[config.mk]
export PLATFORM = sky130hd
export DESIGN_NAME = square_wave_sound_channel
export DESIGN_NICKNAME = d
export VERILOG_FILES = /design/src/rtl/core/sqw_pkg.sv /design/src/rtl/core/sqw_core.sv /design/src/rtl/core/square_wave_sound_channel.sv
export VERILOG_INCLUDE_DIRS = /design/src /design/src/rtl/core
export SDC_FILE = /design/constraint.sdc
export NUM_CORES = 1
export LEC_CHECK = 0
export ABC_AREA = 1
export BUFFER_PORTS_ARGS = -buffer_cell sky130_fd_sc_hd__clkbuf_2
export CAP_MARGIN = 20
export CORE_MARGIN = 4
export CORE_UTILIZATION = 63
export DETAILED_ROUTE_END_ITERATION = 10
export GPL_TIMING_DRIVEN = 1
export PLACE_DENSITY = 0.86
export SLEW_MARGIN = 5
export SYNTH_ARGS = -nofsm -noshare
export SYNTH_HDL_FRONTEND = slang
export SYNTH_SLANG_ARGS = --single-unit
export TNS_END_PERCENT = 10
[constraint.sdc]
create_clock -name clk_i -period 6.87 [get_ports clk_i]
set_input_delay 1.7175 -clock clk_i [delete_from_list [all_inputs] [get_ports clk_i]]
set_output_delay 1.7175 -clock clk_i [all_outputs]
set_load 0.02 [all_outputs]
[src/rtl/core/square_wave_sound_channel_macros.svh]
// Assertion helpers shared by the square wave channel RTL.
`ifndef SQUARE_WAVE_SOUND_CHANNEL_MACROS_SVH
`define SQUARE_WAVE_SOUND_CHANNEL_MACROS_SVH

// Clocked assertion, disabled while reset is held.
`define SQW_ASSERT(label, prop, msg) \
  label: assert property (@(posedge clk_i) disable iff (!rst_ni) (prop)) else $error(msg);

// Condition that must never be true on a clock edge.
`define SQW_ASSERT_NEVER(label, cond, msg) \
  `SQW_ASSERT(label, !(cond), msg)

`endif

[src/rtl/core/sqw_pkg.sv]
`timescale 1ns / 1ps
// ----------------------------------------------------------------------------
// sqw_pkg
// Types, codes and helper functions of the square wave sound channel.
// ----------------------------------------------------------------------------
package sqw_pkg;

  typedef enum logic [2:0] {
    OP_WRITE        = 3'd0,
    OP_READ         = 3'd1,
    OP_TIMER_TICK   = 3'd2,
    OP_LENGTH_TICK  = 3'd3,
    OP_ENV_TICK     = 3'd4,
    OP_SWEEP_TICK   = 3'd5
  } op_e;

  typedef enum logic [2:0] {
    REG_SWEEP  = 3'd0,
    REG_DUTY   = 3'd1,
    REG_ENV    = 3'd2,
    REG_FREQ_L = 3'd3,
    REG_FREQ_H = 3'd4
  } reg_e;

  localparam logic [15:0] BaseReset   = 16'hFF10;
  localparam logic [15:0] LastOffset  = 16'd4;
  localparam logic [13:0] TimerReset  = 14'd64;
  localparam logic [6:0]  LengthFull  = 7'd64;
  localparam logic [3:0]  VolMax      = 4'd15;
  localparam logic [7:0]  ReadOpen    = 8'hFF;

  typedef struct packed {
    logic [2:0]  op;
    logic [15:0] address;
    logic [7:0]  write_data;
  } item_t;

  typedef struct packed {
    logic [7:0] read_data;
    logic [3:0] level;
    logic       running;
  } result_t;

  typedef struct packed {
    logic [2:0]  sweep_load;
    logic        sweep_down;
    logic [2:0]  sweep_amount;
    logic [1:0]  duty_select;
    logic [6:0]  length_left;
    logic [3:0]  start_volume;
    logic        envelope_up;
    logic [2:0]  envelope_load;
    logic        dac_on;
    logic [10:0] frequency;
    logic        length_enable;
    logic        channel_on;
    logic        envelope_active;
    logic        sweep_active;
    logic [10:0] sweep_shadow;
    logic        wave_bit;
    logic [3:0]  out_level;
    logic [13:0] period_timer;
    logic [2:0]  duty_step;
    logic [3:0]  volume_now;
    logic [3:0]  envelope_count;
    logic [3:0]  sweep_count;
  } state_t;

  // Power-on state: everything clear but the period timer.
  function automatic state_t reset_state();
    state_t s;
    s              = '0;
    s.period_timer = TimerReset;
    return s;
  endfunction

  // A load of zero counts as eight.
  function automatic logic [3:0] reload_of(logic [2:0] load);
    return (load != 3'd0) ? {1'b0, load} : 4'd8;
  endfunction

  function automatic logic [13:0] timer_reload(logic [10:0] freq);
    logic [11:0] span;
    span = 12'd2048 - {1'b0, freq};
    return {span, 2'b00};
  endfunction

  // Next sweep frequency; bit 11 set means past the limit.
  function automatic logic [11:0] sweep_calc(logic [10:0] shadow, logic [2:0] amount,
                                              logic down);
    logic [11:0] delta;
    delta = {1'b0, shadow} >> amount;
    return down ? ({1'b0, shadow} - delta) : ({1'b0, shadow} + delta);
  endfunction

  function automatic logic duty_bit(logic [1:0] duty, logic [2:0] step);
    logic [7:0] shape;
    case (duty)
      2'd0:    shape = 8'b1111_1110;
      2'd1:    shape = 8'b1111_1100;
      2'd2:    shape = 8'b1111_0000;
      default: shape = 8'b1100_0000;
    endcase
    return shape[step];
  endfunction

endpackage

[src/rtl/core/sqw_core.sv]
`timescale 1ns / 1ps
// ----------------------------------------------------------------------------
// sqw_core
// Channel state and the single-pass update for one item.
// ----------------------------------------------------------------------------
`include "square_wave_sound_channel_macros.svh"

module sqw_core (
  input  logic             clk_i,
  input  logic             rst_ni,
  input  logic             fire_i,
  input  sqw_pkg::item_t   item_i,
  input  logic [15:0]      base_i,
  output sqw_pkg::result_t result_o
);

  sqw_pkg::state_t st_q, st_d;
  logic [15:0] offset;
  logic        in_range;
  logic [7:0]  rd;
  logic [7:0]  wd;
  logic [11:0] f_first;
  logic [11:0] f_second;
  logic [3:0]  cnt_dec;
  logic [13:0] pt_dec;
  logic [2:0]  step_inc;

  assign offset   = item_i.address - base_i;
  assign in_range = (offset <= sqw_pkg::LastOffset);
  assign wd       = item_i.write_data;

  always_comb begin
    st_d     = st_q;
    rd       = 8'h00;
    f_first  = 12'd0;
    f_second = 12'd0;
    cnt_dec  = 4'd0;
    pt_dec   = 14'd0;
    step_inc = 3'd0;
    unique case (sqw_pkg::op_e'(item_i.op))
      sqw_pkg::OP_WRITE: begin
        if (in_range) begin
          unique case (sqw_pkg::reg_e'(offset[2:0]))
            sqw_pkg::REG_SWEEP: begin
              st_d.sweep_load   = wd[6:4];
              st_d.sweep_down   = wd[3];
              st_d.sweep_amount = wd[2:0];
            end
            sqw_pkg::REG_DUTY: begin
              st_d.duty_select = wd[7:6];
              st_d.length_left = sqw_pkg::LengthFull - {1'b0, wd[5:0]};
            end
            sqw_pkg::REG_ENV: begin
              st_d.start_volume  = wd[7:4];
              st_d.envelope_up   = wd[3];
              st_d.envelope_load = wd[2:0];
              st_d.dac_on        = (wd[7:3] != 5'd0);
              if (wd[7:3] == 5'd0) begin
                st_d.channel_on = 1'b0;
              end
            end
            sqw_pkg::REG_FREQ_L: begin
              st_d.frequency[7:0] = wd;
            end
            sqw_pkg::REG_FREQ_H: begin
              st_d.frequency[10:8] = wd[2:0];
              st_d.length_enable   = wd[6];
              if (wd[7]) begin
                // Restart the channel with the freshly written frequency.
                st_d.channel_on      = 1'b1;
                st_d.envelope_active = 1'b1;
                st_d.period_timer    = {st_q.period_timer[13:2], 2'b00} & 14'd0
                                       | {12'd0, st_q.period_timer[1:0]}
                                       | sqw_pkg::timer_reload(st_d.frequency);
                st_d.envelope_count  = sqw_pkg::reload_of(st_q.envelope_load);
                st_d.volume_now      = st_q.start_volume;
                if (st_q.length_left == 7'd0) begin
                  st_d.length_left = sqw_pkg::LengthFull;
                end
                st_d.sweep_shadow = st_d.frequency;
                st_d.sweep_count  = sqw_pkg::reload_of(st_q.sweep_load);
                st_d.sweep_active = 1'b1;
                if (st_q.sweep_amount != 3'd0) begin
                  f_first = sqw_pkg::sweep_calc(st_d.frequency, st_q.sweep_amount,
                                                st_q.sweep_down);
                  if (f_first[11]) begin
                    st_d.channel_on   = 1'b0;
                    st_d.sweep_active = 1'b0;
                  end
                end
              end
            end
            default: ;
          endcase
        end
      end
      sqw_pkg::OP_READ: begin
        rd = sqw_pkg::ReadOpen;
        if (in_range) begin
          unique case (sqw_pkg::reg_e'(offset[2:0]))
            sqw_pkg::REG_SWEEP:  rd = {1'b1, st_q.sweep_load, st_q.sweep_down,
                                       st_q.sweep_amount};
            sqw_pkg::REG_DUTY:   rd = {st_q.duty_select, 6'h3F};
            sqw_pkg::REG_ENV:    rd = {st_q.start_volume, st_q.envelope_up,
                                       st_q.envelope_load};
            sqw_pkg::REG_FREQ_H: rd = {1'b1, st_q.length_enable, 6'h3F};
            default:             rd = sqw_pkg::ReadOpen;
          endcase
        end
      end
      sqw_pkg::OP_TIMER_TICK: begin
        pt_dec = (st_q.period_timer != 14'd0) ? st_q.period_timer - 14'd1 : 14'd0;
        st_d.period_timer = pt_dec;
        if (pt_dec == 14'd0) begin
          step_inc          = st_q.duty_step + 3'd1;
          st_d.period_timer = sqw_pkg::timer_reload(st_q.frequency);
          st_d.duty_step    = step_inc;
          st_d.wave_bit     = sqw_pkg::duty_bit(st_q.duty_select, step_inc);
        end
        st_d.out_level = (st_q.channel_on && st_q.dac_on && st_d.wave_bit) ?
                         st_q.volume_now : 4'd0;
      end
      sqw_pkg::OP_LENGTH_TICK: begin
        if (st_q.length_enable && st_q.length_left != 7'd0) begin
          st_d.length_left = st_q.length_left - 7'd1;
          if (st_q.length_left == 7'd1) begin
            st_d.channel_on = 1'b0;
          end
        end
      end
      sqw_pkg::OP_ENV_TICK: begin
        // Envelope holds at silence and at full volume.
        if (st_q.volume_now != 4'd0 && st_q.volume_now != sqw_pkg::VolMax &&
            st_q.envelope_count != 4'd0) begin
          cnt_dec             = st_q.envelope_count - 4'd1;
          st_d.envelope_count = cnt_dec;
          if (cnt_dec == 4'd0) begin
            st_d.envelope_count = sqw_pkg::reload_of(st_q.envelope_load);
            if (st_q.envelope_active && st_q.envelope_load != 3'd0) begin
              if (st_q.envelope_up) begin
                st_d.volume_now = st_q.volume_now + 4'd1;
              end else begin
                st_d.volume_now = st_q.volume_now - 4'd1;
              end
            end
            if (st_d.volume_now == 4'd0 || st_d.volume_now == sqw_pkg::VolMax) begin
              st_d.envelope_active = 1'b0;
            end
          end
        end
      end
      sqw_pkg::OP_SWEEP_TICK: begin
        if (st_q.sweep_count != 4'd0) begin
          cnt_dec          = st_q.sweep_count - 4'd1;
          st_d.sweep_count = cnt_dec;
          if (cnt_dec == 4'd0) begin
            st_d.sweep_count  = sqw_pkg::reload_of(st_q.sweep_load);
            st_d.sweep_shadow = st_q.frequency;
            if (st_q.sweep_active && st_q.sweep_load != 3'd0) begin
              f_first = sqw_pkg::sweep_calc(st_q.frequency, st_q.sweep_amount,
                                            st_q.sweep_down);
              if (f_first[11]) begin
                st_d.channel_on   = 1'b0;
                st_d.sweep_active = 1'b0;
              end else if (st_q.sweep_amount != 3'd0) begin
                st_d.sweep_shadow = f_first[10:0];
                st_d.frequency    = f_first[10:0];
                st_d.period_timer = sqw_pkg::timer_reload(f_first[10:0]);
                // Look one step ahead: shut off now if the next step overflows.
                f_second = sqw_pkg::sweep_calc(f_first[10:0], st_q.sweep_amount,
                                               st_q.sweep_down);
                if (f_second[11]) begin
                  st_d.channel_on   = 1'b0;
                  st_d.sweep_active = 1'b0;
                end
              end
            end
          end
        end
      end
      default: ;
    endcase
  end

  always_ff @(posedge clk_i or negedge rst_ni) begin
    if (!rst_ni) begin
      st_q <= sqw_pkg::reset_state();
    end else if (fire_i) begin
      st_q <= st_d;
    end
  end

  assign result_o.read_data = rd;
  assign result_o.level     = st_d.out_level;
  assign result_o.running   = (st_d.length_left != 7'd0) && st_d.channel_on && st_d.dac_on;

  `SQW_ASSERT(a_length_bound, st_q.length_left <= sqw_pkg::LengthFull,
              "length counter above full length")
  `SQW_ASSERT(a_env_count_bound, st_q.envelope_count <= 4'd8,
              "envelope counter above its reload")
  `SQW_ASSERT(a_state_holds, !fire_i |=> $stable(st_q),
              "channel state changed without an item")

endmodule

[src/rtl/core/square_wave_sound_channel.sv]
`timescale 1ns / 1ps
// ----------------------------------------------------------------------------
// square_wave_sound_channel
// Square wave sound channel with sweep, length counter and volume envelope.
// ----------------------------------------------------------------------------
// Usage:
//   in_*  : one item per op (bus write, bus read, timer, length, envelope or
//           sweep tick). Accepted when in_valid_i is high and in_stall_o low.
//   out_* : one result per item: read data, output level, running flag.
//           Taken when out_valid_o is high and out_stall_i low.
//   cfg_* : writes the bus base address; cfg_ready_o is always high. Write
//           it only while no item is in flight.
// Flow: an item lands in the input register, is processed against the
//   channel state once the result register is free or draining, and its
//   result is registered in the result register and shown on out_*.
//   Throughput is one item per cycle while no result is stalled; the state
//   update between the input and result registers is combinational.
// Reset: the channel state is zero, the period timer starts at 64 and the base
//   address at 0xFF10; no clearing pass is needed.
// Stall: a stalled result holds in the result register; the input register
//   keeps one more item and in_stall_o rises until the result is taken.
// ----------------------------------------------------------------------------
`include "square_wave_sound_channel_macros.svh"

module square_wave_sound_channel (
  input  logic             clk_i,
  input  logic             rst_ni,
  input  logic             in_valid_i,
  output logic             in_stall_o,
  input  sqw_pkg::item_t   in_item_i,
  output logic             out_valid_o,
  input  logic             out_stall_i,
  output sqw_pkg::result_t out_item_o,
  input  logic             cfg_valid_i,
  output logic             cfg_ready_o,
  input  logic [15:0]      cfg_data_i
);

  logic             in_valid_q;
  sqw_pkg::item_t   in_item_q;
  logic             out_valid_q;
  sqw_pkg::result_t out_item_q;
  sqw_pkg::result_t result;
  logic [15:0]      base_q;
  logic             fire;
  logic             in_accept;

  // Advance the held item when the result register is free or draining.
  assign fire       = in_valid_q && !(out_valid_q && out_stall_i);
  assign in_stall_o = in_valid_q && !fire;
  assign in_accept  = in_valid_i && !in_stall_o;
  assign cfg_ready_o = 1'b1;

  always_ff @(posedge clk_i or negedge rst_ni) begin
    if (!rst_ni) begin
      base_q <= sqw_pkg::BaseReset;
    end else if (cfg_valid_i) begin
      base_q <= cfg_data_i;
    end
  end

  always_ff @(posedge clk_i or negedge rst_ni) begin
    if (!rst_ni) begin
      in_valid_q <= 1'b0;
    end else if (in_accept) begin
      in_valid_q <= 1'b1;
    end else if (fire) begin
      in_valid_q <= 1'b0;
    end
  end

  always_ff @(posedge clk_i) begin
    if (in_accept) begin
      in_item_q <= in_item_i;
    end
  end

  sqw_core u_core (
    .clk_i    (clk_i),
    .rst_ni   (rst_ni),
    .fire_i   (fire),
    .item_i   (in_item_q),
    .base_i   (base_q),
    .result_o (result)
  );

  always_ff @(posedge clk_i or negedge rst_ni) begin
    if (!rst_ni) begin
      out_valid_q <= 1'b0;
    end else if (fire) begin
      out_valid_q <= 1'b1;
    end else if (!out_stall_i) begin
      out_valid_q <= 1'b0;
    end
  end

  always_ff @(posedge clk_i) begin
    if (fire) begin
      out_item_q <= result;
    end
  end

  assign out_valid_o = out_valid_q;
  assign out_item_o  = out_item_q;

  `SQW_ASSERT(a_fire_loads_result, fire |=> out_valid_q,
              "processed item left no result")
  `SQW_ASSERT(a_blocked_item_held, in_valid_q && out_valid_q && out_stall_i |=> in_valid_q,
              "item dropped while result stalled")
  `SQW_ASSERT_NEVER(a_fire_into_full, fire && out_valid_q && out_stall_i,
                    "result overwritten while stalled")

endmodule

### Word level (Yosys, flattened, before mapping)

Cells that the tools add are included.

| cells by class | value |
|---|---|
| equal/unequal tests | 29 |
| shift-type cells | 3 |
| bitwise operators | 1 |
| reduce and logical (&&, ||, !) cells | 54 |
| multiplexer cells | 89 |
| $add $sub $neg | 18 |
| $lt $le $gt $ge | 2 |

Operator list:

| cell | number |
|---|---|
| 14-bit two-way mux | 10 |
| 12-bit two-way mux | 10 |
| 11-bit two-way mux | 6 |
| 8-bit two-way mux | 6 |
| 4-bit two-way mux | 11 |
| 42-bit two-way mux | 1 |
| 14-bit one-hot mux with 3 select lines | 1 |
| 11-bit by 12-bit adder with 12-bit output | 3 |
| 11-bit by 3-bit >> shifter with 12-bit output | 3 |
| 11-bit by 12-bit subtractor with 12-bit output | 3 |
| 12-bit by 11-bit subtractor with 12-bit output, first input constant | 3 |
| 8-bit one-hot mux with 4 select lines | 1 |
| 7-bit one-hot mux with 2 select lines | 2 |
| 1-bit two-way mux | 25 |
| 12-bit one-hot mux with 2 select lines | 1 |
| 11-bit one-hot mux with 2 select lines | 1 |
| 7-bit two-way mux | 3 |
| 10-bit AND reduction | 2 |
| 2-bit by 1-bit != test with 1-bit output, second input constant | 9 |
| 6-bit one-hot mux with 3 select lines | 1 |
| 9-bit AND reduction | 2 |
| 17-bit two-way mux | 1 |
| 16-bit by 3-bit <= comparator with 1-bit output, second input constant | 1 |
| 8-bit one-hot mux with 2 select lines | 1 |
| other kinds (47) | 89 |

| word-level totals | value |
|---|---|
| word-level logic and storage cells | 227 |
| register bits after elaboration | 132 |
| output and inout port bits | 16 |
| input port bits | 48 |

### Logic depth before layout (Yosys ltp)

| logic depth | value |
|---|---|
| word-level depth | 15 |
| mapped depth | 49 |
| depth with buffers taken out | 48 |

### Cells and area by module

Synthesis repeated with hierarchy kept, for this count alone.

| unflattened totals | value |
|---|---|
| cell total of the unflattened synthesis | 1,609 |
| area total of the unflattened synthesis | 11,283.3 um2 |

By module, submodules not included:

| module | seq. area each (um2) | area each (um2) | cells an instance | times used |
|---|---|---|---|---|
| sqw_core | 1,853.0 | 9,320.2 | 1,488 | 1 |
| square_wave_sound_channel | 1,662.8 | 1,963.1 | 121 | 1 |

### Worst setup path after synthesis

Ideal clock, no wire load.

| timing path | value |
|---|---|
| path kind | register to register |
| start point | register u_core.st_q[78] (netlist bit) |
| end point | register out_item_q (netlist bit out_item_o[0]) (data pin) |
| arrival | 4,960 ps |
| required time | 6,619 ps |
| setup slack | 1,659 ps |
| clock period less this slack | 5,211 ps |
| library setup time | 251 ps |
| path buffers | 2 |
| stages on the path, launching flop included | 46 |
| cells stage by stage | dfrtp_1 > buf_6 > buf_6 > nand2_2 > o21ai_2 > o31ai_2 > inv_2 > nand2_2 > ha_1 > nand2_1 > nor3_1 > nor2_1 > xnor2_1 > ha_1 > nand2_2 > inv_1 > a21oi_2 > nand3_1 > (+10 left out) > ha_1 > inv_1 > nor3_1 > a211oi_1 > nand2_1 > a21o_1 > nand2_1 > nand2_1 > nand2_1 > nand3_1 > nand2_1 > nand2_1 > nand2_1 > nand2_1 > nand2_1 > nand3_2 > inv_1 > nor2_1 |

RTL lines:

| element | line | RTL |
|---|---|---|
| start, declared | sqw_core.sv:17 | `sqw_pkg::state_t st_q, st_d;` |
| start signal, assigned | sqw_core.sv:187 | `st_q <= sqw_pkg::reset_state();` |
| start signal, assigned | sqw_core.sv:189 | `st_q <= st_d;` |
| end signal, assigned | square_wave_sound_channel.sv:99 | `out_item_q <= result;` |
| end, declared | square_wave_sound_channel.sv:42 | `sqw_pkg::result_t out_item_q;` |

==> flow_summary.yaml <==
yosys:
  ys_warn_count: 0
  ys_types: 74
  synth_edf_count: 40
  synth_compound_area_share_pct: 16.3
  synth-seq-cells: 132
  synthSimpleGateAreaFrac_pct: 29.3
  synthFlopType: "dfrtp_1"
  synth_top_family_by_area: "simple AND/OR/NAND/NOR gates"
  syn_inst: 1584
  synth-async-reset-ratio_pct: 69.7
  ys_seq_area_share_pct: 31.3
  synth_xor_area_share_pct: 5.13
  synthMuxAreaShare_pct: 0.489
  netlist_area_sq_mm: 0.0113
  synth.net_count: 1695
  synthAdderAreaFrac_pct: 7.21
  avgSynthCellArea_sq_um: 7.10
die:
  die_h_um: 142
  io-pin-count: 64
  dieWidth_um: 142
  rows: 48
  initial_core_util_pct: 64.6
  dieArea_sq_mm: 0.0201
  core_sq_mm: 0.0174
grt:
  grt_overflow: 0
  grt_pass1_vias: 10477
  grt_max_degree: 58
  antenna_found_initial: 0
  track_usage_pct: 31.0
  grt_first_pass_wirelength_mm: 50.6
routing:
  dr.pass1.iters: 6
  drc_errors: 0
  drt-met1-wl_mm: 12.4
  drt_wl_total_mm: 30.3
  highest_layer: "met4"
  wl_met2_mm: 14.2
  wl_per_cell_um: 16.2
  vias_per_cell: 5.82
  vias: 10916
  met3_wirelength_mm: 2.37
  ant_nets: 0
  initialDrtViolationCount: 937
final_layout:
  final_common_cell: "nand2_1"
  nets: 1748
  drive_above_1_share_pct: 12.7
  final_cells: 1874
  final_area_sq_mm: 0.0123
  areaGrowthSynthToFinish_pct: 9.30
  diodes: 0
  finish.utilization_pct: 70.6
  layout_common_cells: "nand2_1, inv_1, nor2_1, o21ai_0, nand3_1"
worst_setup_path:
  startpoint: "u_core.st_q[79]"
  critPathBufInv: 4
  worst-path-max-fanout: 15
  crit_path_frequent_cell: "nand2_1"
  cp.required_ns: 7.06
  endpoint_kind: "register"
  crit_path_top_delay_cell: "dfrtp_1"
  cp_top_family: "simple AND/OR/NAND/NOR gates"
  path_class: "reg -> reg"
  rr_startpoint: "u_core.st_q[79]"
  r2r_cells: 44
  slowest_delay_ns: 0.49
  reg2reg_setup_slack_ns: 0.67
  cp-start-kind: "register"
  worst_r2r_endpoint: "out_item_o[0]"
  critPathArrivalTime_ns: 6.39
power_and_ir_drop:
  vdd_drop_max_mv: 0.507
  p_leak_nw: 5.95
  power_mw: 5.58
  powerDensity_mw_per_mm2: 454
sta:
  fin_setup_tns_ns: 0
  finalHoldViolCount: 0
  period_needed_ns: 6.20
  setup_viol: 0
  rsz0062_at_grt: "no"
  skew_ns: 0.00696
  min_period_over_period_pct: 90.3
  slew_violations: 0
  slew_headroom_pct: 42.7
  worst_slew_pin_slew_ns: 0.851
  max_freq_mhz: 161
clock_tree:
  cts_root_buf: "clkbuf_16"
  cts.sinks: 132
  clock_latency_ns: 0.42
  cts_max_path_buffers: 2
  clkTransAtPathRegs_ns: 0.06
  cts_max_level: 4
  cts_tree: "done"
  cts_hold_buf: 0
  numCtsBuffers: 17
  postCtsSetupRepairBufs: 0
  cts_resized: 0
min_path:
  hp-class: "reg -> reg"
  hold_end: "out_valid_o"
  hold_depth: 2
  worstHoldStart: "in_valid_q"
job:
  drv_cap: 0
placement:
  place_area_sq_mm: 0.0117
  gp_congestion: 0.985
  dpl.hpwl_mm: 23.0
  portBuffers: 62
  dp.cells: 1841
run_status:
  status: "finished clean"
==> logic make-up (layout without fill, tap and decap cells) <==
group	Yosys count	in the layout
AOI/OAI and AO/OA	300	300
xor gates and xnor gates	65	65
adders and majority gates	63	63
buffers and inverters	289	354
DFF	132	132
muxes	5	5
other	1	1
and+or+nand+nor	729	729
==> cell usage after synthesis, types with 7 or more instances <==
library cell / instances / share of area (%)
nand4_1: 15 / 0.83
nand2_2: 22 / 1.2
buf_2: 13 / 0.58
a211oi_1: 7 / 0.47
edfxtp_1: 40 / 11
ha_1: 60 / 6.7
o22ai_1: 15 / 0.83
inv_2: 11 / 0.37
nand2_1: 344 / 11
nor2_1: 151 / 5.0
nor3_1: 31 / 1.4
nand3_2: 9 / 0.80
o211ai_1: 15 / 1.0
inv_1: 233 / 7.8
xnor2_1: 15 / 1.2
clkbuf_1: 13 / 0.43
a21oi_1: 55 / 2.4
o21ai_0: 117 / 5.2
o21ai_1: 28 / 1.2
nand3_1: 116 / 5.2
nor2_2: 8 / 0.44
o21ai_2: 8 / 0.62
dfrtp_1: 82 / 18
a31oi_1: 10 / 0.56
xor2_1: 49 / 3.8
dfstp_2: 10 / 2.3
==> sequential cells by signal (all words and copies together) (netlist names), named ones only <==
name and cells:
base_q 16, in_item_q 27, in_valid_q 1, out_item_o 13
out_valid_o 1, u_core.st_q 72
==> per-stage QoR <==
stage	setup WS [ns]	hold slack, ns
final	0.667	0.484
after global placement	0.807	0.463
after floorplan	1.66	0.434
after global routing	0.0131	0.510
after detailed placement	0.635	0.474
after CTS	0.628	0.488
==> per-layer routing <==
layer / vias to the layer above / GRT usage [%]
met4: 0 / 14.7
met5: - / 0
li1: 5333 / -
met3: 101 / 6.34
met2: 477 / 50.4
met1: 5005 / 39.8
==> layout make-up <==
cell class              instances  area, sq um
flip-flops and latches        132         3520
fillers                      1385         5120
well taps                     225          282
multi-input cells            1163         6580
inverters                     250          938
clock inverters                 8          105
repair buffers                 73          413
clock buffers                  23          458
==> how the worst max path moves through the flow <==
| stage | slack, ns | to | cells after the start |
|---|---|---|---|
| CTS | 0.63 | out_item_o[0] | 42 |
| global route | 0.01 | out_item_o[0] | 42 |
| finish | 0.67 | out_item_o[0] | 44 |
| floorplan | 1.66 | out_item_o[0] | 45 |
| detailed placement | 0.63 | out_item_o[0] | 42 |
| global placement | 0.81 | out_item_o[0] | 43 |
==> tightest hold or removal path, stage by stage (launching register included) <==
cell and delay (ns):
dfrtp_1 0.32, inv_1 0.07, nand2_1 0.06
==> power breakdown <==
group,internal [mW],switching [mW]
Sequential,0.969,0.172
Combinational,1.23,2.33
Clock,0.542,0.342
No activity file was read; power rests on OpenSTA's default activity.
